--- config.mk ---
export PLATFORM = sky130hd
export DESIGN_NAME = coap_message_parser
export DESIGN_NICKNAME = d
export VERILOG_FILES = /design/src/rtl/core/coap_pkg.sv /design/src/rtl/core/coap_parse.sv /design/src/rtl/core/coap_message_parser.sv
export SDC_FILE = /design/constraint.sdc
export NUM_CORES = 1
export LEC_CHECK = 0
export BUFFER_PORTS_ARGS = -buffer_cell sky130_fd_sc_hd__buf_2
export CAP_MARGIN = 20
export CORE_MARGIN = 1.5
export CORE_UTILIZATION = 45
export DETAILED_ROUTE_END_ITERATION = 7
export GPL_TIMING_DRIVEN = 0
export PLACE_DENSITY = 0.63
export SETUP_SLACK_MARGIN = 0.05
export SLEW_MARGIN = 40
export SYNTH_ARGS = -nofsm -noshare
export SYNTH_HDL_FRONTEND = slang
export SYNTH_HIERARCHICAL = 1
export SYNTH_SLANG_ARGS = --single-unit
--- constraint.sdc ---
create_clock -name clk -period 15.9 [get_ports clk]
set_input_delay 3.18 -clock clk [delete_from_list [all_inputs] [get_ports clk]]
set_output_delay 3.18 -clock clk [all_outputs]
set_load 0.05 [all_outputs]
--- src/rtl/core/coap_pkg.sv ---
// Shared types and constants for the CoAP message parser.
// Holds result kinds, value formats, option numbers and the classify function.
// No dependencies.
`timescale 1ns / 1ps

package coap_pkg;

  localparam int IN_TDATA_W  = 8;
  localparam int OUT_TDATA_W = 112;

  // result kinds
  localparam logic [3:0] KIND_HEADER    = 4'd0;
  localparam logic [3:0] KIND_TOKEN     = 4'd1;
  localparam logic [3:0] KIND_OPT_START = 4'd2;
  localparam logic [3:0] KIND_OPT_VALUE = 4'd3;
  localparam logic [3:0] KIND_PAYLOAD   = 4'd4;
  localparam logic [3:0] KIND_END       = 4'd5;
  localparam logic [3:0] KIND_CORRUPT   = 4'd6;
  localparam logic [3:0] KIND_TRUNC     = 4'd7;
  localparam logic [3:0] KIND_BAD_VER   = 4'd8;

  // option value formats
  localparam logic [2:0] FMT_NONE   = 3'd0;
  localparam logic [2:0] FMT_OPAQUE = 3'd1;
  localparam logic [2:0] FMT_UINT   = 3'd2;
  localparam logic [2:0] FMT_STRING = 3'd3;
  localparam logic [2:0] FMT_EMPTY  = 3'd4;

  // known option numbers
  localparam logic [15:0] ONUM_IF_MATCH       = 16'd1;
  localparam logic [15:0] ONUM_URI_HOST       = 16'd3;
  localparam logic [15:0] ONUM_ETAG           = 16'd4;
  localparam logic [15:0] ONUM_IF_NONE_MATCH  = 16'd5;
  localparam logic [15:0] ONUM_OBSERVE        = 16'd6;
  localparam logic [15:0] ONUM_URI_PORT       = 16'd7;
  localparam logic [15:0] ONUM_LOCATION_PATH  = 16'd8;
  localparam logic [15:0] ONUM_URI_PATH       = 16'd11;
  localparam logic [15:0] ONUM_CONTENT_FORMAT = 16'd12;
  localparam logic [15:0] ONUM_MAX_AGE        = 16'd14;
  localparam logic [15:0] ONUM_URI_QUERY      = 16'd15;
  localparam logic [15:0] ONUM_ACCEPT         = 16'd17;
  localparam logic [15:0] ONUM_LOCATION_QUERY = 16'd20;
  localparam logic [15:0] ONUM_PROXY_URI      = 16'd35;
  localparam logic [15:0] ONUM_PROXY_SCHEME   = 16'd39;
  localparam logic [15:0] ONUM_SIZE1          = 16'd60;

  typedef struct packed {
    logic [3:0]  kind;
    logic [7:0]  byte_value;
    logic [1:0]  msg_type;
    logic [3:0]  token_len;
    logic [2:0]  code_class;
    logic [4:0]  code_detail;
    logic [15:0] msg_id;
    logic [15:0] option_number;
    logic [15:0] length;
    logic [2:0]  value_format;
    logic [31:0] int_value;
    logic        last_result;
  } coap_result_t;

  // results produced by one accepted byte
  typedef struct packed {
    logic [1:0]   cnt;
    coap_result_t r0;
    coap_result_t r1;
  } coap_push_t;

  // format of an option from its number and value length
  function automatic logic [2:0] coap_classify(input logic [15:0] opt, input logic [15:0] len);
    logic [2:0] fmt;
    fmt = FMT_NONE;
    case (opt) inside
      ONUM_ETAG:
        fmt = (len >= 16'd1 && len <= 16'd8) ? FMT_OPAQUE : FMT_NONE;
      ONUM_IF_MATCH:
        fmt = (len <= 16'd8) ? FMT_OPAQUE : FMT_NONE;
      ONUM_OBSERVE:
        fmt = (len <= 16'd3) ? FMT_UINT : FMT_NONE;
      ONUM_PROXY_URI:
        fmt = (len >= 16'd1 && len <= 16'd1034) ? FMT_STRING : FMT_NONE;
      ONUM_URI_HOST, ONUM_PROXY_SCHEME:
        fmt = (len >= 16'd1 && len <= 16'd255) ? FMT_STRING : FMT_NONE;
      ONUM_LOCATION_PATH, ONUM_URI_PATH, ONUM_URI_QUERY, ONUM_LOCATION_QUERY:
        fmt = (len <= 16'd255) ? FMT_STRING : FMT_NONE;
      ONUM_URI_PORT, ONUM_CONTENT_FORMAT, ONUM_ACCEPT:
        fmt = (len <= 16'd2) ? FMT_UINT : FMT_NONE;
      ONUM_MAX_AGE, ONUM_SIZE1:
        fmt = (len <= 16'd4) ? FMT_UINT : FMT_NONE;
      ONUM_IF_NONE_MATCH:
        fmt = (len == 16'd0) ? FMT_EMPTY : FMT_NONE;
      default:
        fmt = FMT_NONE;
    endcase
    return fmt;
  endfunction

endpackage

--- src/rtl/core/coap_parse.sv ---
// Per-byte parse state of the CoAP message parser.
// Updates the parse state for each accepted word and produces up to two results.
// Depends on coap_pkg.
`timescale 1ns / 1ps

module coap_parse (
  input  logic                clk,
  input  logic                rst_n,
  input  logic                byte_valid,
  input  logic [7:0]          data_byte,
  input  logic                last_byte,
  output coap_pkg::coap_push_t push
);
  import coap_pkg::*;

  // parse phases
  localparam logic [3:0] PH_H0      = 4'd0;
  localparam logic [3:0] PH_H1      = 4'd1;
  localparam logic [3:0] PH_H2      = 4'd2;
  localparam logic [3:0] PH_H3      = 4'd3;
  localparam logic [3:0] PH_TOKEN   = 4'd4;
  localparam logic [3:0] PH_OPT     = 4'd5;
  localparam logic [3:0] PH_D1      = 4'd6;
  localparam logic [3:0] PH_D2H     = 4'd7;
  localparam logic [3:0] PH_D2L     = 4'd8;
  localparam logic [3:0] PH_L1      = 4'd9;
  localparam logic [3:0] PH_L2H     = 4'd10;
  localparam logic [3:0] PH_L2L     = 4'd11;
  localparam logic [3:0] PH_VALUE   = 4'd12;
  localparam logic [3:0] PH_PAYLOAD = 4'd13;
  localparam logic [3:0] PH_SKIP    = 4'd14;

  localparam logic [7:0]  MARKER   = 8'hff;
  localparam logic [3:0]  NIB_RSVD = 4'd15;
  localparam logic [3:0]  NIB_EXT1 = 4'd13;
  localparam logic [3:0]  NIB_EXT2 = 4'd14;
  localparam logic [15:0] EXT1_ADD = 16'd13;
  localparam logic [15:0] EXT2_ADD = 16'd269;
  localparam logic [1:0]  VERSION  = 2'd1;

  logic [3:0]  phase_r, phase_nxt;
  logic [23:0] hdr_r, hdr_nxt;
  logic [15:0] byte_cnt_r, byte_cnt_nxt;
  logic [15:0] opt_sum_r, opt_sum_nxt;
  logic [15:0] delta_r, delta_nxt;
  logic [15:0] len_r, len_nxt;
  logic [15:0] value_left_r, value_left_nxt;
  logic [31:0] int_acc_r, int_acc_nxt;
  logic [2:0]  fmt_r, fmt_nxt;

  logic         do_after_delta;
  logic         do_finish;
  logic         main_vld;
  logic         end_vld;
  coap_result_t res_main;
  coap_result_t res_end;
  logic [15:0]  sum_new;
  logic [2:0]   fmt_new;

  // state update and result forming for one word
  always_comb begin
    phase_nxt      = phase_r;
    hdr_nxt        = hdr_r;
    byte_cnt_nxt   = byte_cnt_r;
    opt_sum_nxt    = opt_sum_r;
    delta_nxt      = delta_r;
    len_nxt        = len_r;
    value_left_nxt = value_left_r;
    int_acc_nxt    = int_acc_r;
    fmt_nxt        = fmt_r;
    do_after_delta = 1'b0;
    do_finish      = 1'b0;
    main_vld       = 1'b0;
    end_vld        = 1'b0;
    res_main       = '0;
    res_end        = '0;
    sum_new        = '0;
    fmt_new        = FMT_NONE;
    push           = '0;

    if (byte_valid) begin
      unique case (phase_r)
        PH_H0: begin
          hdr_nxt   = {data_byte, 16'h0000};
          phase_nxt = PH_H1;
        end
        PH_H1: begin
          hdr_nxt[15:8] = data_byte;
          phase_nxt     = PH_H2;
        end
        PH_H2: begin
          hdr_nxt[7:0] = data_byte;
          phase_nxt    = PH_H3;
        end
        PH_H3: begin
          main_vld             = 1'b1;
          res_main.kind        = (hdr_r[23:22] == VERSION) ? KIND_HEADER : KIND_BAD_VER;
          res_main.msg_type    = hdr_r[21:20];
          res_main.token_len   = hdr_r[19:16];
          res_main.code_class  = hdr_r[15:13];
          res_main.code_detail = hdr_r[12:8];
          res_main.msg_id      = {hdr_r[7:0], data_byte};
          if (hdr_r[23:22] != VERSION) begin
            phase_nxt = PH_SKIP;
          end else begin
            byte_cnt_nxt = {12'h000, hdr_r[19:16]};
            opt_sum_nxt  = '0;
            phase_nxt    = (hdr_r[19:16] != 4'd0) ? PH_TOKEN : PH_OPT;
          end
        end
        PH_TOKEN: begin
          main_vld            = 1'b1;
          res_main.kind       = KIND_TOKEN;
          res_main.byte_value = data_byte;
          byte_cnt_nxt        = byte_cnt_r - 16'd1;
          if (byte_cnt_nxt == 16'd0) begin
            phase_nxt = PH_OPT;
          end
        end
        PH_OPT: begin
          if (data_byte == MARKER) begin
            byte_cnt_nxt = 16'd1;
            phase_nxt    = PH_PAYLOAD;
          end else begin
            delta_nxt = {12'h000, data_byte[7:4]};
            len_nxt   = {12'h000, data_byte[3:0]};
            if (data_byte[7:4] == NIB_RSVD || data_byte[3:0] == NIB_RSVD) begin
              main_vld      = 1'b1;
              res_main.kind = KIND_CORRUPT;
              phase_nxt     = PH_SKIP;
            end else if (data_byte[7:4] == NIB_EXT1) begin
              phase_nxt = PH_D1;
            end else if (data_byte[7:4] == NIB_EXT2) begin
              phase_nxt = PH_D2H;
            end else begin
              do_after_delta = 1'b1;
            end
          end
        end
        PH_D1: begin
          delta_nxt      = {8'h00, data_byte} + EXT1_ADD;
          do_after_delta = 1'b1;
        end
        PH_D2H: begin
          delta_nxt = {data_byte, 8'h00};
          phase_nxt = PH_D2L;
        end
        PH_D2L: begin
          delta_nxt      = {delta_r[15:8], data_byte} + EXT2_ADD;
          do_after_delta = 1'b1;
        end
        PH_L1: begin
          len_nxt   = {8'h00, data_byte} + EXT1_ADD;
          do_finish = 1'b1;
        end
        PH_L2H: begin
          len_nxt   = {data_byte, 8'h00};
          phase_nxt = PH_L2L;
        end
        PH_L2L: begin
          len_nxt   = {len_r[15:8], data_byte} + EXT2_ADD;
          do_finish = 1'b1;
        end
        PH_VALUE: begin
          if (fmt_r != FMT_NONE) begin
            int_acc_nxt            = {int_acc_r[23:0], data_byte};
            main_vld               = 1'b1;
            res_main.kind          = KIND_OPT_VALUE;
            res_main.byte_value    = data_byte;
            res_main.option_number = opt_sum_r;
            res_main.length        = len_r;
            res_main.value_format  = fmt_r;
            res_main.int_value     = (fmt_r == FMT_UINT) ? int_acc_nxt : 32'h0;
          end
          value_left_nxt = value_left_r - 16'd1;
          if (value_left_nxt == 16'd0) begin
            phase_nxt = PH_OPT;
          end
        end
        PH_PAYLOAD: begin
          if (byte_cnt_r != 16'hffff) begin
            byte_cnt_nxt = byte_cnt_r + 16'd1;
          end
        end
        default: begin
        end
      endcase

      // extended length forms wait for more bytes
      if (do_after_delta) begin
        if (len_nxt == {12'h000, NIB_EXT1}) begin
          phase_nxt = PH_L1;
        end else if (len_nxt == {12'h000, NIB_EXT2}) begin
          phase_nxt = PH_L2H;
        end else begin
          do_finish = 1'b1;
        end
      end

      // option header complete: accumulate number and classify
      if (do_finish) begin
        sum_new                = opt_sum_r + delta_nxt;
        fmt_new                = coap_classify(sum_new, len_nxt);
        opt_sum_nxt            = sum_new;
        fmt_nxt                = fmt_new;
        value_left_nxt         = len_nxt;
        int_acc_nxt            = '0;
        main_vld               = 1'b1;
        res_main.kind          = KIND_OPT_START;
        res_main.option_number = sum_new;
        res_main.length        = len_nxt;
        res_main.value_format  = fmt_new;
        phase_nxt              = (len_nxt != 16'd0) ? PH_VALUE : PH_OPT;
      end

      // end of message: report how it ended, unless the message is skipped, and return to reset state
      if (last_byte) begin
        if (phase_nxt == PH_H1 || phase_nxt == PH_H2 || phase_nxt == PH_H3) begin
          end_vld      = 1'b1;
          res_end.kind = KIND_CORRUPT;
        end else if (phase_nxt == PH_TOKEN ||
                     (phase_nxt >= PH_D1 && phase_nxt <= PH_L2L) ||
                     (phase_nxt == PH_VALUE && fmt_nxt != FMT_NONE)) begin
          end_vld      = 1'b1;
          res_end.kind = KIND_TRUNC;
        end else if (phase_nxt == PH_OPT || phase_nxt == PH_VALUE) begin
          end_vld      = 1'b1;
          res_end.kind = KIND_END;
        end else if (phase_nxt == PH_PAYLOAD) begin
          end_vld        = 1'b1;
          res_end.kind   = KIND_PAYLOAD;
          res_end.length = byte_cnt_nxt;
        end
        phase_nxt      = PH_H0;
        hdr_nxt        = '0;
        byte_cnt_nxt   = '0;
        opt_sum_nxt    = '0;
        delta_nxt      = '0;
        len_nxt        = '0;
        value_left_nxt = '0;
        int_acc_nxt    = '0;
        fmt_nxt        = FMT_NONE;
      end

      // order results, mark the final one
      if (main_vld && end_vld) begin
        res_end.last_result = 1'b1;
        push.cnt = 2'd2;
        push.r0  = res_main;
        push.r1  = res_end;
      end else if (main_vld) begin
        res_main.last_result = 1'b1;
        push.cnt = 2'd1;
        push.r0  = res_main;
      end else if (end_vld) begin
        res_end.last_result = 1'b1;
        push.cnt = 2'd1;
        push.r0  = res_end;
      end
    end
  end

  // parse state registers
  always_ff @(posedge clk) begin
    if (!rst_n) begin
      phase_r      <= PH_H0;
      hdr_r        <= '0;
      byte_cnt_r   <= '0;
      opt_sum_r    <= '0;
      delta_r      <= '0;
      len_r        <= '0;
      value_left_r <= '0;
      int_acc_r    <= '0;
      fmt_r        <= FMT_NONE;
    end else begin
      phase_r      <= phase_nxt;
      hdr_r        <= hdr_nxt;
      byte_cnt_r   <= byte_cnt_nxt;
      opt_sum_r    <= opt_sum_nxt;
      delta_r      <= delta_nxt;
      len_r        <= len_nxt;
      value_left_r <= value_left_nxt;
      int_acc_r    <= int_acc_nxt;
      fmt_r        <= fmt_nxt;
    end
  end

`ifndef SYNTH
  // a message end always brings the parser back to the first header byte
  a_last_resets: assert property (@(posedge clk) disable iff (!rst_n)
    byte_valid && last_byte |=> phase_r == PH_H0)
    else $error("phase not back to header after last byte");

  // a discarded message stays silent until its last byte
  a_skip_silent: assert property (@(posedge clk) disable iff (!rst_n)
    byte_valid && !last_byte && phase_r == PH_SKIP |-> push.cnt == 2'd0)
    else $error("result produced while skipping message");

  // value phase is only entered with bytes left to take
  a_value_left: assert property (@(posedge clk) disable iff (!rst_n)
    phase_r == PH_VALUE |-> value_left_r != 16'd0)
    else $error("value phase with no bytes left");
`endif

endmodule

--- src/rtl/core/coap_message_parser.sv ---
// Results are written into a result buffer and offered on the output from there, behind any still queued.
// Throughput: one byte per cycle; a byte causes at most two results, queued in a small
// result buffer drained one per cycle while out_tready is high, so input stalls only when it lacks room for two.
// Reset: synchronous active-low rst_n returns the parser to the first header byte
// and empties the result buffer.
// Top level of the CoAP message parser; instantiates coap_parse. Depends on coap_pkg.
`timescale 1ns / 1ps

module coap_message_parser #(
  parameter int FIFO_DEPTH = 4  // power of two, at least 4
) (
  input  logic                                clk,
  input  logic                                rst_n,
  input  logic                                in_tvalid,
  output logic                                in_tready,
  input  logic [coap_pkg::IN_TDATA_W-1:0]     in_tdata,   // [7:0] data_byte
  input  logic                                in_tlast,   // last_byte
  output logic                                out_tvalid,
  input  logic                                out_tready,
  output logic [coap_pkg::OUT_TDATA_W-1:0]    out_tdata,
  // [7:0] byte_value, [9:8] msg_type, [13:10] token_len, [16:14] code_class,
  // [21:17] code_detail, [37:22] msg_id, [53:38] option_number, [69:54] length,
  // [72:70] value_format, [104:73] int_value, [111:105] zero
  output logic [3:0]                          out_tuser,  // kind
  output logic                                out_tlast   // last_result
);
  import coap_pkg::*;

  localparam int PTR_W = $clog2(FIFO_DEPTH);
  localparam int CNT_W = $clog2(FIFO_DEPTH + 1);

  logic         in_acc;
  logic         pop;
  coap_push_t   push;
  coap_result_t head;

  coap_result_t fifo_r [FIFO_DEPTH];
  logic [PTR_W-1:0] wr_ptr_r, wr_ptr_nxt;
  logic [PTR_W-1:0] rd_ptr_r, rd_ptr_nxt;
  logic [CNT_W-1:0] count_r, count_nxt;
  logic [PTR_W-1:0] wr_ptr_inc;

  // input side: accept while two result slots are free
  assign in_tready = (count_r <= CNT_W'(FIFO_DEPTH - 2));
  assign in_acc    = in_tvalid & in_tready;

  coap_parse u_parse (
    .clk        (clk),
    .rst_n      (rst_n),
    .byte_valid (in_acc),
    .data_byte  (in_tdata[7:0]),
    .last_byte  (in_tlast),
    .push       (push)
  );

  // result buffer pointers
  assign pop        = out_tvalid & out_tready;
  assign wr_ptr_inc = wr_ptr_r + PTR_W'(1);
  assign wr_ptr_nxt = wr_ptr_r + PTR_W'(push.cnt);
  assign rd_ptr_nxt = rd_ptr_r + PTR_W'(pop);
  assign count_nxt  = count_r + CNT_W'(push.cnt) - CNT_W'(pop);

  always_ff @(posedge clk) begin
    if (!rst_n) begin
      wr_ptr_r <= '0;
      rd_ptr_r <= '0;
      count_r  <= '0;
    end else begin
      wr_ptr_r <= wr_ptr_nxt;
      rd_ptr_r <= rd_ptr_nxt;
      count_r  <= count_nxt;
    end
  end

  // result buffer storage
  always_ff @(posedge clk) begin
    if (push.cnt != 2'd0) begin
      fifo_r[wr_ptr_r] <= push.r0;
    end
    if (push.cnt == 2'd2) begin
      fifo_r[wr_ptr_inc] <= push.r1;
    end
  end

  // output side
  assign head       = fifo_r[rd_ptr_r];
  assign out_tvalid = (count_r != '0);
  assign out_tuser  = head.kind;
  assign out_tlast  = head.last_result;
  assign out_tdata  = {7'h00, head.int_value, head.value_format, head.length,
                       head.option_number, head.msg_id, head.code_detail,
                       head.code_class, head.token_len, head.msg_type,
                       head.byte_value};

`ifndef SYNTH
  // buffer never overfills
  a_no_overflow: assert property (@(posedge clk) disable iff (!rst_n)
    count_r <= CNT_W'(FIFO_DEPTH))
    else $error("result buffer overflow");

  // results only arrive for an accepted word
  a_push_on_accept: assert property (@(posedge clk) disable iff (!rst_n)
    push.cnt != 2'd0 |-> in_acc)
    else $error("result produced without an accepted word");

  // message-ending kinds always close the results of their word
  a_end_is_last: assert property (@(posedge clk) disable iff (!rst_n)
    out_tvalid && (out_tuser == KIND_END || out_tuser == KIND_TRUNC ||
                   out_tuser == KIND_PAYLOAD) |-> out_tlast)
    else $error("message end result not marked last");
`endif

endmodule

Word-level counts from Yosys, hierarchy flattened
Memories as Yosys holds them, arrays and structs flattened. A register that Yosys moved wholly into a read port is not among the register bits.
Index checks and enable logic that the tools add are counted.
- bits in read-only memories: 0
- flip-flop bits (word level): 142
- memories: 1
- output and inout port bits: 119
- latch bits: 0
- input bits: 13
- bits in writable memories: 440
- magnitude comparators: 10
- $mul: 0
- reduce and logical (&&, ||, !) cells: 41
- shift operators: 0
- equal/unequal tests: 49
- add/sub/neg operators: 12
- bitwise gates (word level): 2
- multiplexer cells: 120
- div/mod/pow operators: 0
- memory list (memory ; depth ; bits a word ; rd ports ; clocked after Yosys merged registers in ; write ports ; line ; text):
    fifo_r ; 4 ; 110 ; 1 ; 1 ; 2 ; coap_message_parser.sv:37 ; coap_result_t fifo_r [FIFO_DEPTH];
- operator list (operator ; count):
    16-bit 2-to-1 mux ; 22
    112-bit 2-to-1 mux ; 2
    222-bit 2-to-1 mux ; 1
    16-bit case mux with 4 select lines ; 3
    67-bit 2-to-1 mux ; 2
    24-bit 2-to-1 mux ; 5
    16-bit by 4-bit == test with 1-bit output, second input constant ; 7
    111-bit 2-to-1 mux ; 1
    110-bit 2-to-1 mux ; 1
    4-bit 2-to-1 mux ; 21
    16-bit by 3-bit == test with 1-bit output, second input constant ; 4
    16-bit by 6-bit == test with 1-bit output, second input constant ; 3
    4-bit == test, second input constant ; 12
    16-bit zero test ; 3
    8-bit case mux with 2 select lines ; 3
    3-bit 2-to-1 mux ; 15
    4-bit case mux with 9 select lines ; 1
    35-bit 2-to-1 mux ; 1
    16-bit by 9-bit adder with 16-bit output, second input constant ; 2
    16-bit by 5-bit == test with 1-bit output, second input constant ; 2
    16-bit by 2-bit <= comparator with 1-bit output, second input constant ; 2
    32-bit 2-to-1 mux ; 1
    16-bit by 1-bit subtractor with 16-bit output, second input constant ; 2
    30-bit 2-to-1 mux ; 1
    48 further kinds ; 117

Longest topological paths before layout
- depth after elaboration: 31
- depth in mapped cells: 25
- gate-level depth less buffers: 22

Modules after synthesis
Netlist, hierarchy kept.
- by module, submodules not included (module ; instances ; area an instance (um^2) ; cells each):
    coap_message_parser ; 1 ; 21650.8 ; 1118
    coap_parse ; 1 ; 11449.7 ; 1565

Least setup slack after synthesis
OpenSTA, ideal clock, no wires.
- path type: input to register
- start: in in_tdata[5] in the netlist's numbering
- end: mem fifo_r[0][0] in the netlist's numbering (enable)
- path buffers: 5
- arrival time: 14.901 ns
- path slack: 0.260 ns
- stages on the path: 20
- data required time: 15.160 ns
- library setup time: 0.740 ns
- cells stage by stage: buf_2 > and4_1 > buf_4 > ha_1 > inv_1 > and2_1 > buf_2 > a222oi_1 > nor4_4 > o21a_1 > o32ai_1 > or2_1 > nor2_1 > nor2b_1 > ha_1 > and2_1 > buf_4 > buf_2 > nor2_1 > o31ai_1
- RTL lines (element ; line ; text):
    start, declared ; coap_message_parser.sv:16 ; input logic [coap_pkg::IN_TDATA_W-1:0] in_tdata,
    end, declared ; coap_message_parser.sv:37 ;

==> results.json <==
{
  "status": "completed",
  "std_cell_rows": 99,
  "grt_max_degree": 17,
  "powerDensity_nw_per_um2": 115,
  "via_count": 23700,
  "critPathLaunchType": "input port",
  "core_area_um2": 72800,
  "grt-ovfl-total": 0,
  "drt_first_iter_violations": 2390,
  "finalSetupViolations": 0,
  "drv_cap": 0,
  "cts_setup_buffers": 0,
  "clock-sinks": 582,
  "fmax_mhz": 93.3,
  "dpl_worst_slack_ns": 4.73,
  "die_area_um2": 75200,
  "cts_buffers": 68,
  "final_common_cell": "edfxtp_1",
  "gp_congestion": 0.954,
  "worst_slew_pin_slew_ns": 0.898,
  "drcViolationCount": 0,
  "criticalPathCategory": "in2reg",
  "postSynthAreaPerCell_um2": 12.3,
  "nets": 3057,
  "worst_slack_ns": 5.18,
  "finalHoldViolCount": 0,
  "die_y_um": 274,
  "hold_slack_ns": 0.518,
  "rsz0062_at_grt": "no",
  "ys.flop_type": "edfxtp_1",
  "vdd_drop_max_mv": 0.0843,
  "die_width_um": 274,
  "clk_pin_slew_worst_paths_ns": 0.06,
  "antenna_found_initial": 4,
  "htreeDepth": 3,
  "yosysSeqAreaShare_pct": 48.5,
  "synth_cell_types": 100,
  "fillers": 6284,
  "cp.required_ns": 16.20,
  "synthesis.area_um2": 33100,
  "synth_largest_area_cell": "edfxtp_1",
  "leakagePower_nw": 14.8,
  "dr.pass1.iters": 6,
  "slew_headroom_pct": 40.1,
  "synthArstFlopShare_pct": 0,
  "routed_wl_um": 100000,
  "r2r_setup_slack_ns": 8.25,
  "min_period_ns": 10.72,
  "cts_tree": "built",
  "finalMaxSlewViolations": 0,
  "grt_pass1_vias": 23600,
  "regArea_um2": 16100,
  "grt_pass1_wl_um": 150000,
  "dp_hpwl_um": 72200,
  "ys_warn_count": 6,
  "final.period_utilization_pct": 67.4,
  "via_per_inst": 5.89,
  "layout_common_cells": "edfxtp_1 (440), mux2_1 (227), mux2_2 (213), buf_2 (172), nor2_1 (150)",
  "area_delta_synth_final_pct": 15.8,
  "synth_edf_count": 440,
  "clockRootBuffer": "clkbuf_16",
  "gr-usage-all-layers_pct": 26.7,
  "wl_per_cell_um": 25.0,
  "slowest_delay_ns": 0.69,
  "hp-class": "reg2reg",
  "synthDominantCellAreaShare_pct": 39.9,
  "final.setup_skew_ns": 0.0267,
  "n_antenna_cell": 0,
  "multi_input_area_um2": 15600,
  "crit_arrival_ns": 11.02,
  "drive_gt1_share_pct": 27.1,
  "cp_common_cell": "buf_4",
  "worstPathMaxFanout": 10,
  "worstSetupEndpointType": "flip-flop",
  "cts-resized-gates": 0,
  "yosys-top-cells-area": "edfxtp_1 (40%), dfxtp_1 (8.6%), mux2_1 (7.7%)",
  "port_buffers": 122,
  "io_pins": 132,
  "initial_core_util_pct": 45.4,
  "drtAntennaViolNets": 0,
  "critPathSlowestCell": "a221oi_1",
  "clock_latency_ns": 0.62,
  "ys_seq_elements": 582,
  "syn_inst": 2683,
  "clock_path_buffers": 3,
  "hold_buffers": 0
}
per-layer routing:
metal / vias up / global-route usage [%] / routed length (µm)
met5: - / 0 / 0
met2: 874 / 44.7 / 48900
met1: 11900 / 35.3 / 42100
li1: 10700 / - / -
met4: 0 / 9.66 / 3440
met3: 172 / 3.75 / 6010
through the flow:
step                      instances  util, %  cell area, µm²  total power [mW]  TNS [ns]
after floorplan                2778        -           33500              2.57         0
after global placement         3859     48.4           35300              2.86  -2384.04
after detailed placement       3904     49.6           36100              2.86         0
after CTS                      4023     52.6           38300              4.44         0
after global routing           4023     52.6           38300              4.56         0
final                          4023     52.6           38300              4.41         0
layout make-up:
type	count	area share (%)
Clock buffer	97	5.13
Multi-Input combinational cell	1869	40.7
Clock inverter	22	0.705
Buffer	300	4.61
Sequential cell	582	41.9
Inverter	27	0.264
Timing Repair Buffer	167	3.57
Tap cell	959	3.13
cell usage after synthesis (45+ instances only):
| master | count |
|---|---|
| a21oi_1 | 94 |
| a22oi_1 | 97 |
| and2_1 | 117 |
| buf_2 | 46 |
| buf_4 | 126 |
| clkbuf_1 | 97 |
| dfxtp_1 | 142 |
| edfxtp_1 | 440 |
| mux2_1 | 227 |
| mux2_2 | 213 |
| mux4_2 | 110 |
| nand2_1 | 88 |
| nand3_1 | 45 |
| nor2_1 | 151 |
| nor2b_1 | 111 |
| o21ai_0 | 80 |
path summary, 6_finish.rpt:
kind / endpoint / startpoint / cells past startpoint
max: fifo_r[0][34] / in_tdata[3] / 29
min: u_parse/value_left_r[8] / u_parse/value_left_r[8] / 2
max reg2reg: fifo_r[0][34] / u_parse/phase_r[2] / 26
min reg2reg: u_parse/value_left_r[8] / u_parse/value_left_r[8] / 2
registers in the layout, summed over array words and instances, names as in the netlist:
name                  flops
u_parse/phase_r           4
u_parse/value_left_r     16
u_parse/int_acc_r        24
u_parse/fmt_r             3
u_parse/opt_sum_r        16
fifo_r                  440
u_parse/byte_cnt_r       16
u_parse/len_r            16
u_parse/hdr_r            24
u_parse/delta_r          16
rd_ptr_r                  2
wr_ptr_r                  2
count_r                   3
critical path, delay by kind of cell:
kind	cells	cell delay (ns)
AOI/OAI and AO/OA	5	1.83
adders and majority gates	2	0.53
buffers and inverters	14	3.34
and+or+nand+nor	8	2.08
kinds of logic (layout without fill, tap and decap cells):
group                    after synthesis  after routing  synth area share [%]
AND/OR/NAND/NOR                      697            697                  11.5
flip-flops                           582            582                  48.5
multiplexers                         556            556                  22.6
AO/OA/AOI/OAI                        453            453                  9.51
buffers and inverters                327            613                  5.61
XOR/XNOR                              37             37                  1.06
adder cells (fa/ha/maj)               29             29                  1.14
other                                  2             97                0.0227
power by group:
group / internal (mW) / switching, mW
Sequential: 1.69 / 0.0248
Combinational: 0.344 / 0.772
Clock: 0.943 / 0.639
No activity file was read; power rests on OpenSTA's default activity.
